File: src/sv/assert_macros.svh
// ----------------------------------------------------------------------------
// assertion macros shared by the box table rtl
// clk and rst are taken from the module that uses the macro
// ----------------------------------------------------------------------------
`ifndef ASSERT_MACROS_SVH
`define ASSERT_MACROS_SVH

// condition holds at every edge outside reset
`define AB_CHECK(name, cond, msg) \
  name: assert property (@(posedge clk) disable iff (rst) (cond)) \
    else $error(msg);

// consequent holds in the same cycle as the antecedent
`define AB_CHECK_IMPL(name, ante, cons, msg) \
  name: assert property (@(posedge clk) disable iff (rst) (ante) |-> (cons)) \
    else $error(msg);

// consequent holds in the cycle after the antecedent
`define AB_CHECK_NEXT(name, ante, cons, msg) \
  name: assert property (@(posedge clk) disable iff (rst) (ante) |=> (cons)) \
    else $error(msg);

`endif

File: src/sv/aabb_pkg.sv
// ----------------------------------------------------------------------------
// aabb_pkg
// types, constants and helpers of the box push-out and point hit table
// ----------------------------------------------------------------------------
package aabb_pkg;

  // table size and derived widths
  localparam int MAX_BOXES = 4;
  localparam int IDX_W     = (MAX_BOXES > 1) ? $clog2(MAX_BOXES) : 1;
  localparam int CNT_W     = $clog2(MAX_BOXES + 1);
  // compare width for box_index against the fill count (count reaches 4 at most)
  localparam int SEL_W     = 5;

  // point positions during a walk: 16 bit inputs plus pushes of up to 5118
  localparam int POS_W = 20;

  // command queue between front and back, depth a power of two
  localparam int Q_DEPTH = 2;
  localparam int Q_PTR_W = (Q_DEPTH > 1) ? $clog2(Q_DEPTH) : 1;
  localparam int Q_CNT_W = $clog2(Q_DEPTH + 1);

  // opcodes of an input word
  localparam logic [2:0] OP_CLEAR  = 3'd0;
  localparam logic [2:0] OP_APPEND = 3'd1;
  localparam logic [2:0] OP_RETIRE = 3'd2;
  localparam logic [2:0] OP_PUSH   = 3'd3;
  localparam logic [2:0] OP_POINT  = 3'd4;

  // command kinds after classification
  localparam logic [2:0] K_NOP    = 3'd0;
  localparam logic [2:0] K_CLEAR  = 3'd1;
  localparam logic [2:0] K_APPEND = 3'd2;
  localparam logic [2:0] K_RETIRE = 3'd3;
  localparam logic [2:0] K_PUSH   = 3'd4;
  localparam logic [2:0] K_POINT  = 3'd5;

  // configuration register indexes, byte address is four times the index
  localparam logic [1:0] REG_AREA   = 2'd0;
  localparam logic [1:0] REG_FLOOR  = 2'd1;
  localparam logic [1:0] REG_MARGIN = 2'd2;
  localparam logic [1:0] REG_SOLID  = 2'd3;

  // configuration reset values
  localparam logic [9:0]  MARGIN_RST = 10'd30;
  localparam logic [11:0] SOLID_RST  = 12'd507;

  typedef struct packed {
    logic [2:0]         opcode;
    logic [1:0]         box_index;
    logic [5:0]         box_area;
    logic signed [15:0] box_min_x;
    logic signed [15:0] box_max_x;
    logic signed [15:0] box_min_z;
    logic signed [15:0] box_max_z;
    logic signed [15:0] box_base_y;
    logic signed [15:0] point_x;
    logic signed [15:0] point_y;
    logic signed [15:0] point_z;
    logic [11:0]        extent;
  } in_t;

  typedef struct packed {
    logic signed [15:0] new_x;
    logic signed [15:0] new_z;
    logic               point_solid;
    logic               any_active;
    logic               append_rejected;
  } out_t;

  typedef struct packed {
    logic [2:0] kind;
    in_t        item;
  } cmd_t;

  typedef struct packed {
    logic [5:0]         active_area;
    logic signed [15:0] floor_level;
    logic [9:0]         push_margin;
    logic [11:0]        solid_height;
  } cfg_t;

  typedef struct packed {
    logic [5:0]         area;
    logic               live;
    logic signed [15:0] lo_x;
    logic signed [15:0] hi_x;
    logic signed [15:0] lo_z;
    logic signed [15:0] hi_z;
    logic signed [15:0] base;
  } entry_t;

  function automatic logic [2:0] kind_of(input logic [2:0] opcode);
    logic [2:0] k;
    unique case (opcode)
      OP_CLEAR:  k = K_CLEAR;
      OP_APPEND: k = K_APPEND;
      OP_RETIRE: k = K_RETIRE;
      OP_PUSH:   k = K_PUSH;
      OP_POINT:  k = K_POINT;
      default:   k = K_NOP;
    endcase
    return k;
  endfunction

  function automatic logic signed [POS_W-1:0] wide16(input logic signed [15:0] v);
    return {{(POS_W - 16){v[15]}}, v};
  endfunction

  function automatic logic signed [15:0] sat16(input logic signed [POS_W-1:0] v);
    logic signed [15:0] r;
    if (v > wide16(16'sh7fff)) begin
      r = 16'sh7fff;
    end else if (v < wide16(16'sh8000)) begin
      r = 16'sh8000;
    end else begin
      r = v[15:0];
    end
    return r;
  endfunction

endpackage

File: src/sv/aabb_front.sv
// ----------------------------------------------------------------------------
// aabb_front
// takes input words, classifies the opcode and hands commands to the queue
// ----------------------------------------------------------------------------
module aabb_front (
  input  logic             clk,
  input  logic             rst,
  input  logic             start,
  output logic             busy,
  input  aabb_pkg::in_t    item,
  input  logic             q_full,
  output logic             q_push,
  output aabb_pkg::cmd_t   q_data
);

  logic           held;
  logic           held_next;
  logic           accept;
  aabb_pkg::cmd_t cmd;

  // one holding stage, stalls only while the queue is full
  assign busy      = held && q_full;
  assign accept    = start && !busy;
  assign q_push    = held && !q_full;
  assign q_data    = cmd;
  assign held_next = accept || (held && q_full);

  always_ff @(posedge clk) begin
    if (rst) begin
      held <= 1'b0;
    end else begin
      held <= held_next;
    end
  end

  always_ff @(posedge clk) begin
    if (accept) begin
      cmd.kind <= aabb_pkg::kind_of(item.opcode);
      cmd.item <= item;
    end
  end

endmodule

File: src/sv/aabb_fifo.sv
// ----------------------------------------------------------------------------
// aabb_fifo
// short command queue between the front and the back
// ----------------------------------------------------------------------------
`include "assert_macros.svh"

module aabb_fifo (
  input  logic           clk,
  input  logic           rst,
  input  logic           push,
  input  aabb_pkg::cmd_t wr_data,
  output logic           full,
  input  logic           pop,
  output logic           empty,
  output aabb_pkg::cmd_t rd_data
);

  aabb_pkg::cmd_t                 slots [aabb_pkg::Q_DEPTH];
  logic [aabb_pkg::Q_PTR_W-1:0]   wr_ptr;
  logic [aabb_pkg::Q_PTR_W-1:0]   rd_ptr;
  logic [aabb_pkg::Q_CNT_W-1:0]   count;

  assign full    = count == aabb_pkg::Q_CNT_W'(aabb_pkg::Q_DEPTH);
  assign empty   = count == '0;
  assign rd_data = slots[rd_ptr];

  always_ff @(posedge clk) begin
    if (rst) begin
      wr_ptr <= '0;
      rd_ptr <= '0;
      count  <= '0;
    end else begin
      if (push) begin
        wr_ptr <= wr_ptr + 1'b1;
      end
      if (pop) begin
        rd_ptr <= rd_ptr + 1'b1;
      end
      unique case ({push, pop})
        2'b10:   count <= count + 1'b1;
        2'b01:   count <= count - 1'b1;
        default: count <= count;
      endcase
    end
  end

  always_ff @(posedge clk) begin
    if (push) begin
      slots[wr_ptr] <= wr_data;
    end
  end

  `AB_CHECK_IMPL(a_no_overrun, push, !full, "command queue written while full")

endmodule

File: src/sv/aabb_back.sv
// ----------------------------------------------------------------------------
// aabb_back
// owns the box table, applies table commands and walks the boxes for queries
// ----------------------------------------------------------------------------
`include "assert_macros.svh"

module aabb_back (
  input  logic           clk,
  input  logic           rst,
  input  aabb_pkg::cfg_t cfg,
  input  logic           q_empty,
  input  aabb_pkg::cmd_t q_data,
  output logic           q_pop,
  output logic           done,
  output aabb_pkg::out_t result
);

  localparam logic [1:0] S_IDLE = 2'd0;
  localparam logic [1:0] S_WALK = 2'd1;
  localparam logic [1:0] S_FIN  = 2'd2;

  logic [1:0]                     state;
  logic [1:0]                     state_next;
  aabb_pkg::cmd_t                 cmd;
  logic [aabb_pkg::IDX_W-1:0]     idx;
  logic [aabb_pkg::CNT_W-1:0]     entry_count;
  aabb_pkg::entry_t               boxes [aabb_pkg::MAX_BOXES];
  logic signed [aabb_pkg::POS_W-1:0] px;
  logic signed [aabb_pkg::POS_W-1:0] pz;
  logic                           solid;
  logic                           rejected;

  logic                           is_query;
  logic                           last;
  logic                           has_room;
  logic                           retire_ok;
  aabb_pkg::entry_t               ent;
  logic                           takes;
  logic                           any_active;

  logic signed [aabb_pkg::POS_W-1:0] grow;
  logic signed [aabb_pkg::POS_W-1:0] ext_w;
  logic signed [aabb_pkg::POS_W-1:0] lx, hx, lz, hz;
  logic signed [aabb_pkg::POS_W-1:0] pl, pr, pf, pb;
  logic signed [aabb_pkg::POS_W-1:0] best;
  logic signed [aabb_pkg::POS_W-1:0] push_x, push_z;
  logic                           in_box;
  logic signed [aabb_pkg::POS_W-1:0] py;
  logic signed [aabb_pkg::POS_W-1:0] base, bot;
  logic                           hit;

  assign is_query  = (cmd.kind == aabb_pkg::K_PUSH) || (cmd.kind == aabb_pkg::K_POINT);
  assign last      = idx == aabb_pkg::IDX_W'(aabb_pkg::MAX_BOXES - 1);
  assign has_room  = entry_count < aabb_pkg::CNT_W'(aabb_pkg::MAX_BOXES);
  assign retire_ok = aabb_pkg::SEL_W'(cmd.item.box_index) < aabb_pkg::SEL_W'(entry_count);
  assign q_pop     = !q_empty && ((state == S_IDLE) || (state == S_FIN));

  // entry under the walk
  assign ent   = boxes[idx];
  assign takes = (aabb_pkg::CNT_W'(idx) < entry_count) && ent.live &&
                 (ent.area == cfg.active_area);

  // push-out against the grown box
  assign grow  = aabb_pkg::POS_W'(cmd.item.extent) + aabb_pkg::POS_W'(cfg.push_margin);
  assign lx    = aabb_pkg::wide16(ent.lo_x) - grow;
  assign hx    = aabb_pkg::wide16(ent.hi_x) + grow;
  assign lz    = aabb_pkg::wide16(ent.lo_z) - grow;
  assign hz    = aabb_pkg::wide16(ent.hi_z) + grow;
  assign in_box = (px > lx) && (px < hx) && (pz > lz) && (pz < hz);
  assign pl    = px - lx;
  assign pr    = hx - px;
  assign pf    = pz - lz;
  assign pb    = hz - pz;

  // least penetrated side, ties keep the earlier side
  always_comb begin
    best   = pl;
    push_x = lx;
    push_z = pz;
    if (pr < best) begin
      best   = pr;
      push_x = hx;
      push_z = pz;
    end
    if (pf < best) begin
      best   = pf;
      push_x = px;
      push_z = lz;
    end
    if (pb < best) begin
      push_x = px;
      push_z = hz;
    end
  end

  // point test against the widened box and height span
  assign ext_w = aabb_pkg::POS_W'(cmd.item.extent);
  assign py    = aabb_pkg::wide16(cmd.item.point_y);
  assign base  = aabb_pkg::wide16(ent.base) + aabb_pkg::wide16(cfg.floor_level);
  assign bot   = base - aabb_pkg::POS_W'(cfg.solid_height);
  assign hit   = takes && (py >= bot) && (py <= base) &&
                 (px >= aabb_pkg::wide16(ent.lo_x) - ext_w) &&
                 (px <= aabb_pkg::wide16(ent.hi_x) + ext_w) &&
                 (pz >= aabb_pkg::wide16(ent.lo_z) - ext_w) &&
                 (pz <= aabb_pkg::wide16(ent.hi_z) + ext_w);

  always_comb begin
    any_active = 1'b0;
    for (int i = 0; i < aabb_pkg::MAX_BOXES; i++) begin
      if ((aabb_pkg::CNT_W'(i) < entry_count) && boxes[i].live &&
          (boxes[i].area == cfg.active_area)) begin
        any_active = 1'b1;
      end
    end
  end

  always_comb begin
    unique case (state)
      S_IDLE:  state_next = q_pop ? S_WALK : S_IDLE;
      S_WALK:  state_next = (is_query && !last) ? S_WALK : S_FIN;
      S_FIN:   state_next = q_pop ? S_WALK : S_IDLE;
      default: state_next = S_IDLE;
    endcase
  end

  always_ff @(posedge clk) begin
    if (rst) begin
      state       <= S_IDLE;
      entry_count <= '0;
      done        <= 1'b0;
    end else begin
      state <= state_next;
      done  <= state == S_FIN;
      if (state == S_WALK) begin
        if (cmd.kind == aabb_pkg::K_CLEAR) begin
          entry_count <= '0;
        end else if ((cmd.kind == aabb_pkg::K_APPEND) && has_room) begin
          entry_count <= entry_count + 1'b1;
        end
      end
    end
  end

  always_ff @(posedge clk) begin
    if (q_pop) begin
      cmd      <= q_data;
      idx      <= '0;
      px       <= aabb_pkg::wide16(q_data.item.point_x);
      pz       <= aabb_pkg::wide16(q_data.item.point_z);
      solid    <= 1'b0;
      rejected <= 1'b0;
    end else if (state == S_WALK) begin
      idx <= idx + 1'b1;
      if ((cmd.kind == aabb_pkg::K_PUSH) && takes && in_box) begin
        px <= push_x;
        pz <= push_z;
      end
      if ((cmd.kind == aabb_pkg::K_POINT) && hit) begin
        solid <= 1'b1;
      end
      if (cmd.kind == aabb_pkg::K_APPEND) begin
        rejected <= !has_room;
        if (has_room) begin
          boxes[entry_count[aabb_pkg::IDX_W-1:0]] <= '{
            area: cmd.item.box_area,
            live: 1'b1,
            lo_x: cmd.item.box_min_x,
            hi_x: cmd.item.box_max_x,
            lo_z: cmd.item.box_min_z,
            hi_z: cmd.item.box_max_z,
            base: cmd.item.box_base_y
          };
        end
      end
      if ((cmd.kind == aabb_pkg::K_RETIRE) && retire_ok) begin
        boxes[aabb_pkg::IDX_W'(cmd.item.box_index)].live <= 1'b0;
      end
    end
  end

  always_ff @(posedge clk) begin
    if (state == S_FIN) begin
      result.new_x           <= aabb_pkg::sat16(px);
      result.new_z           <= aabb_pkg::sat16(pz);
      result.point_solid     <= solid;
      result.any_active      <= any_active;
      result.append_rejected <= rejected;
    end
  end

  `AB_CHECK(a_count_bound, entry_count <= aabb_pkg::CNT_W'(aabb_pkg::MAX_BOXES),
            "fill count past table size")
  `AB_CHECK_NEXT(a_fin_strobes, state == S_FIN, done, "finished command gave no result strobe")
  `AB_CHECK_NEXT(a_done_single, done, !done, "result strobe longer than one cycle")
  `AB_CHECK_NEXT(a_table_op_short, (state == S_WALK) && !is_query, state == S_FIN,
                 "table command stayed in walk")

endmodule

File: src/sv/aabb_pushout_and_point_hit_table.sv
// ----------------------------------------------------------------------------
// aabb_pushout_and_point_hit_table
// box table with sequential push-out and point-solid queries, apb config
// ----------------------------------------------------------------------------
// A word is taken when start is high and busy is low; every word yields exactly
// one result, shown on result for the single cycle in which done is high, and
// the receiver has to take it then since there is no way to hold it off. Words
// pass a one-word front stage and a two-entry queue, so busy only rises once
// both are full. The back end takes one command from the queue at a time:
// clear, append, retire and unused opcodes pass the walk state once and then
// the finish state, while a push-out or point query stays in the walk state
// for every table slot before finishing, since the single push/compare unit
// visits one table entry per cycle in table order and each push moves the
// point that the next entry sees.
// Configuration writes are meant for an idle block.
module aabb_pushout_and_point_hit_table (
  input  logic           clk,
  input  logic           rst,
  input  logic           start,
  output logic           busy,
  input  aabb_pkg::in_t  item,
  output logic           done,
  output aabb_pkg::out_t result,
  input  logic           psel,
  input  logic           penable,
  input  logic           pwrite,
  input  logic [3:0]     paddr,
  input  logic [31:0]    pwdata,
  output logic [31:0]    prdata,
  output logic           pready
);

  aabb_pkg::cfg_t cfg;
  logic           wr_en;

  logic           q_full;
  logic           q_empty;
  logic           q_push;
  logic           q_pop;
  aabb_pkg::cmd_t q_wr_data;
  aabb_pkg::cmd_t q_rd_data;

  assign pready = 1'b1;
  assign wr_en  = psel && penable && pwrite && pready;

  always_ff @(posedge clk) begin
    if (rst) begin
      cfg.active_area  <= '0;
      cfg.floor_level  <= '0;
      cfg.push_margin  <= aabb_pkg::MARGIN_RST;
      cfg.solid_height <= aabb_pkg::SOLID_RST;
    end else if (wr_en) begin
      unique case (paddr[3:2])
        aabb_pkg::REG_AREA:   cfg.active_area  <= pwdata[5:0];
        aabb_pkg::REG_FLOOR:  cfg.floor_level  <= pwdata[15:0];
        aabb_pkg::REG_MARGIN: cfg.push_margin  <= pwdata[9:0];
        aabb_pkg::REG_SOLID:  cfg.solid_height <= pwdata[11:0];
      endcase
    end
  end

  always_comb begin
    unique case (paddr[3:2])
      aabb_pkg::REG_AREA:   prdata = {26'd0, cfg.active_area};
      aabb_pkg::REG_FLOOR:  prdata = {16'd0, cfg.floor_level};
      aabb_pkg::REG_MARGIN: prdata = {22'd0, cfg.push_margin};
      aabb_pkg::REG_SOLID:  prdata = {20'd0, cfg.solid_height};
    endcase
  end

  aabb_front u_front (
    .clk    (clk),
    .rst    (rst),
    .start  (start),
    .busy   (busy),
    .item   (item),
    .q_full (q_full),
    .q_push (q_push),
    .q_data (q_wr_data)
  );

  aabb_fifo u_fifo (
    .clk     (clk),
    .rst     (rst),
    .push    (q_push),
    .wr_data (q_wr_data),
    .full    (q_full),
    .pop     (q_pop),
    .empty   (q_empty),
    .rd_data (q_rd_data)
  );

  aabb_back u_back (
    .clk     (clk),
    .rst     (rst),
    .cfg     (cfg),
    .q_empty (q_empty),
    .q_data  (q_rd_data),
    .q_pop   (q_pop),
    .done    (done),
    .result  (result)
  );

endmodule

File: config.mk
export PLATFORM = sky130hd
export DESIGN_NAME = aabb_pushout_and_point_hit_table
export DESIGN_NICKNAME = d
export VERILOG_FILES = /design/src/sv/aabb_pkg.sv /design/src/sv/aabb_front.sv /design/src/sv/aabb_fifo.sv /design/src/sv/aabb_back.sv /design/src/sv/aabb_pushout_and_point_hit_table.sv
export VERILOG_INCLUDE_DIRS = /design/src /design/src/sv
export SDC_FILE = /design/constraint.sdc
export NUM_CORES = 2
export LEC_CHECK = 0
export ABC_AREA = 1
export BUFFER_PORTS_ARGS = -buffer_cell sky130_fd_sc_hd__buf_2
export CAP_MARGIN = 20
export CORE_MARGIN = 1
export CORE_UTILIZATION = 60
export CTS_BUF_LIST = sky130_fd_sc_hd__clkbuf_8
export CTS_CLUSTER_DIAMETER = 60
export CTS_CLUSTER_SIZE = 28
export DETAILED_ROUTE_END_ITERATION = 8
export GPL_TIMING_DRIVEN = 1
export PLACE_DENSITY = 0.87
export SYNTH_ARGS = -nofsm -noshare
export SYNTH_HDL_FRONTEND = slang
export SYNTH_SLANG_ARGS = --single-unit
File: constraint.sdc
create_clock -name clk -period 18.5 [get_ports clk]
set_clock_uncertainty 0.1 [all_clocks]
set_input_delay 3.7 -clock clk [delete_from_list [all_inputs] [get_ports clk]]
set_output_delay 3.7 -clock clk [all_outputs]
set_load 0.05 [all_outputs]
# Word level (Yosys, flattened, before mapping)
# Memory sizes are Yosys's and may differ from the RTL's. A register that Yosys moved wholly into a read port is not among the register bits.
# Index checks and enable logic that the tools add are counted.
# classes
n_addsub,21
multipliers,0
div,0
n_lt_le_gt_ge,24
eq_ne,25
shift,0
muxes,42
bitwise_logic,0
n_reduce_logical,60
# op_table
operator,count
$mux W20,13
$pmux W32 S4,1
$lt A20 B20 Y1,5
$mux W87,1
$reduce_or A87 Y1,1
$sub A20 B20 Y20,4
$ge A20 B20 Y1,2
$gt A20 B16 Y1 const B,2
$gt A20 B20 Y1,2
$le A20 B20 Y1,2
$lt A20 B16 Y1 const B,2
$add A16 B13 Y17,2
$add A16 B14 Y17,2
$sub A16 B13 Y17,2
$sub A16 B14 Y17,2
$mux W16,2
$logic_and A1 B1 Y1,31
$eq A6 B6 Y1,5
$ge A16 B20 Y1,1
$sub A20 B12 Y20,1
$add A16 B16 Y17,1
$le A16 B17 Y1,1
$mux W1,15
$pmux W3 S5,1
other kinds (29),71
# word_totals
regBits,407
latch_bits,0
ramBits,656
mem_bits_ro,0
input_bits,193
output_inout_bits,70
elab_cells,218
n_memories,2
# memory_table
memory,words,word_bits,read_ports,rd_ports_with_merged_regs,wr,line,rtl
u_back.boxes,4,87,5,1,1,aabb_back.sv:27,aabb_pkg::entry_t boxes [aabb_pkg::MAX_BOXES];
u_fifo.slots,2,154,1,1,1,aabb_fifo.sv:18,aabb_pkg::cmd_t slots [aabb_pkg::Q_DEPTH];

# Longest topological paths before layout
# depth
ltp_word,12
depth_mapped,77
ltp_nobuf,66

# Cells and area by module
# Synthesis repeated with hierarchy kept, for this count alone.
# hier_totals
hier_cells,4729
hier_area_um2,53314.9
# modules_own_cells
mod,n_inst,cells_per_inst,area_per_inst_um2,seq_area_each_um2
aabb_back,1,3712,34874.7,16335.7
aabb_fifo,1,512,11568.6,9349.0
aabb_front,1,171,4710.8,4644.5
aabb_pushout_and_point_hit_table,1,334,2160.8,880.8

# Worst setup path before layout
# Ideal clock, no wire load.
# synth_timing
kind,register to register
start,reg with a tool-made name
end,reg u_back.pz[0] in the netlist's numbering (enable)
setup_time_ns,0.373
t_arrival_ns,11.844
t_required_ns,18.027
setup_slack_ns,6.182
path_stages_with_launch,77
n_path_buf,14
synth_period_minus_slack_ns,12.318
cell_sequence,dfxtp_1 > buf_4 > buf_6 > clkbuf_1 > clkbuf_1 > clkbuf_1 > clkbuf_1 > clkbuf_1 > clkbuf_1 > clkbuf_1 > clkbuf_1 > nand2_1 > a32oi_1 > inv_1 > fa_1 > o21ai_0 > nand2_1 > nand2_1 > [41 not listed] > nand2_1 > nand2_1 > inv_1 > clkbuf_1 > or2_2 > nand2_1 > ha_1 > clkbuf_1 > nand4_1 > nor3_1 > nor4b_1 > nand2_4 > nand2_2 > nand2_4 > buf_12 > nand3_1 > nand2_1 > nand2_1
# synth_lines
element,line,rtl
to (signal assigned),aabb_back.sv:149,pz <= aabb_pkg::wide16(q_data.item.point_z);
to (signal assigned),aabb_back.sv:156,pz <= push_z;
to (decl),aabb_back.sv:29,logic signed [aabb_pkg::POS_W-1:0] pz;

==> impl_metrics.yaml <==
sta:
  final.setup.tns_ns: 0
  fmax_ghz: 0.06823
  finalWorstPathRequiredPeriod_ns: 14.66
  min_period_over_period_pct: 79.22
  hold_viol_final: 0
  rsz0062_at_grt: "false"
  worstMarginPinSlew_ns: 1.167
  finalSetupViolCount: 0
  slew-limit-headroom_pct: 21.00
  final_max_slew_viol_count: 0
synth:
  synth.avg_cell_area_um2: 11.30
  ys_types: 68
  synthXorXnorAreaFrac_pct: 3.385
  async_reset_ff_share_pct: 0
  synth_edf_count: 989
  synth_top_area_share_pct: 56.54
  ys.flop_type: "edfxtp_1"
  synth-compound-area-share_pct: 9.358
  ys_seq_area_share_pct: 58.90
  synth_adder_area_share_pct: 8.861
  synth-simple-area-share_pct: 11.37
  yosys_warnings: 0
  ys_top_cells_by_area: "edfxtp_1, ha_1, nand2_1"
  synth-seq-cells: 1051
  synth_top_family_by_area: "simple AND/OR/NAND/NOR gates"
  syn_inst: 4648
  synth_area_leader_cell: "edfxtp_1"
  synth_mux_area_share_pct: 3.201
  syn_area_mm2: 0.05253
worst_setup_path:
  worstPathMaxFanout: 96
  cp_slowest_cell: "buf_4"
  worst_ep_arrival_time_ns: 14.95
  crit_type: "flip-flop to flip-flop"
  slowest_delay_ns: 0.87
  worstReg2RegEnd: "u_back.pz[0]"
  r2r.worst_path.cells: 59
  cp-end-kind: "flip-flop"
  reg2reg_slack_ns: 3.84
  worstSetupStartpointType: "flip-flop"
  crit_top_cell: "nand2_1"
  crit_required_ns: 18.79
floorplanning:
  rows: 108
  die_area_mm2: 0.08874
  coreArea_mm2: 0.08675
  die_y_um: 297.9
  fp.dieW_um: 297.9
  start_util_pct: 60.55
  io_pins: 263
global_routing:
  grt.total_usage_pct: 27.96
  grt_max_degree: 99
  overflow: 0
  grt_pass1_vias: 33410
  grt_antenna_before_repair: 5
  grt_pass1_wl_um: 188900
drt:
  postRouteAntennaNets: 0
  wirelength_um: 126200
  dr.pass1.iters: 6
  dr_total_vias: 35360
  drt_iter0_drc: 3457
  viasPerCell: 5.823
  wire_per_inst_um: 20.78
  remaining_drc_errors: 0
worst_hold_path:
  worstHoldEndpoint: "u_fifo.slots[0][106]"
  hold_path_class: "flip-flop to flip-flop"
  holdPathStages: 0
  min_from: "u_front.q_data[106]"
final_layout:
  drive_above_1_share_pct: 13.31
  syn_to_final_growth_pct: 8.101
  fin_nets: 5407
cts:
  htree_levels: 3
  cts_setup_buffers: 0
  root_buffer: "clkbuf_8"
  clk_latency_ns: 0.81
  cts_tree: "built"
  cts_resized: 0
  cts_buffer_depth: 3
  hold_buffers: 0
  clk_pin_slew_worst_paths_ns: 0.13
  numCtsBuffers: 74
  cts.sinks: 1051
placed_design:
  routabilityCongestion: 0.9545
  dp_hpwl_um: 91900
  portBuffers: 227
outcome:
  status: "finished, final reports clean"
run:
  drv_cap: 0
[kinds of logic (layout without fill, tap and decap cells)]
group / after synthesis / after routing
compound gates: 855 / 855
xor+xnor: 203 / 203
fa+ha+maj: 363 / 363
buf+inv: 657 / 907
flops: 1051 / 1051
mux: 151 / 151
other cells: 2 / 22
simple gates: 1366 / 1366
[how the worst max path moves through the flow]
stage / end
finish: u_back.pz[0]
global route: u_back.pz[0]
CTS: u_back.pz[11]
detailed placement: u_back.pz[13]
global placement: u_back.pz[15]
floorplan: u_back.pz[0]
[registers in the layout, summed over array words and instances, names as in the netlist, 3 cells and up, named ones only]
| register | cells |
|---|---|
| cfg | 44 |
| u_back.boxes | 348 |
| u_back.cmd | 119 |
| u_back.entry_count | 3 |
| u_back.px | 17 |
| u_back.pz | 17 |
| u_back.result | 35 |
| u_fifo.slots | 302 |
| u_front.q_data | 151 |
[per-layer routing]
layer  up-vias  global-route usage, %  wire, um
met2      1592                  43.77     57370
met3       236                  3.799     10220
met1     16710                  40.06     53900
li1      16820                      -         -
met5         -                      0         0
met4         0                  10.42      4725
[metrics by stage]
step                std cells  setup slack [ns]  hold WS (ns)  utilization (%)  area, um^2
floorplan                4663             6.182        0.3030                -       52590
global placement         5929             4.291        0.3221            63.19       54820
detailed placement       5929             4.154        0.3291            63.19       54820
CTS                      6067             4.126        0.3197            65.42       56750
global route             6073             2.802        0.3129            65.46       56790
finish                   6073             3.843        0.3174            65.46       56790
[critical path, delay by kind of cell (launching register included)]
family / cells / cell delay, ns
AOI/OAI and AO/OA: 17 / 4.03
xor gates and xnor gates: 2 / 0.65
adders and majority gates: 5 / 1.88
buffers and inverters: 6 / 2.71
DFF: 1 / 0.60
and+or+nand+nor: 29 / 4.23
[synth_stat cells (all sizes together), types with 12 or more instances]
cell type,number
a211oi,16
a21oi,314
a31oi,12
a32oi,16
buf,41
clkbuf,104
dfxtp,62
edfxtp,989
fa,15
ha,348
inv,509
mux2,136
mux2i,15
nand2,655
nand3,214
nand4,48
nor2,393
nor3,26
o211ai,33
o21ai,307
o21bai,22
o22ai,61
xnor2,45
xor2,158
[final cells by class]
cell class	count	area [um^2]
Sequential cell	1051	30950
Fill cell	6281	29970
Multi-Input combinational cell	2955	19140
Inverter	512	1929
Tap cell	1155	1445
Timing Repair Buffer	257	1374
Clock buffer	76	1046
Clock inverter	62	885.9
Antenna cell	5	12.51
[layout by cell type (no fill, tap or decap), types with 33 or more instances in the layout]
| cell type | n |
|---|---|
| nand3_1 | 189 |
| dfxtp_1 | 59 |
| nor2_1 | 376 |
| a21oi_1 | 309 |
| o22ai_1 | 61 |
| xor2_1 | 158 |
| edfxtp_1 | 989 |
| o211ai_1 | 33 |
| ha_1 | 348 |
| o21ai_0 | 303 |
| buf_2 | 227 |
| nand4_1 | 45 |
| inv_1 | 493 |
| nand2_1 | 614 |
| clkbuf_8 | 76 |
| xnor2_1 | 45 |
| mux2_2 | 136 |
Power is left out: the tool's default activity adds up to more than one toggle a clock period on the data nets, which glitch-free logic cannot reach.
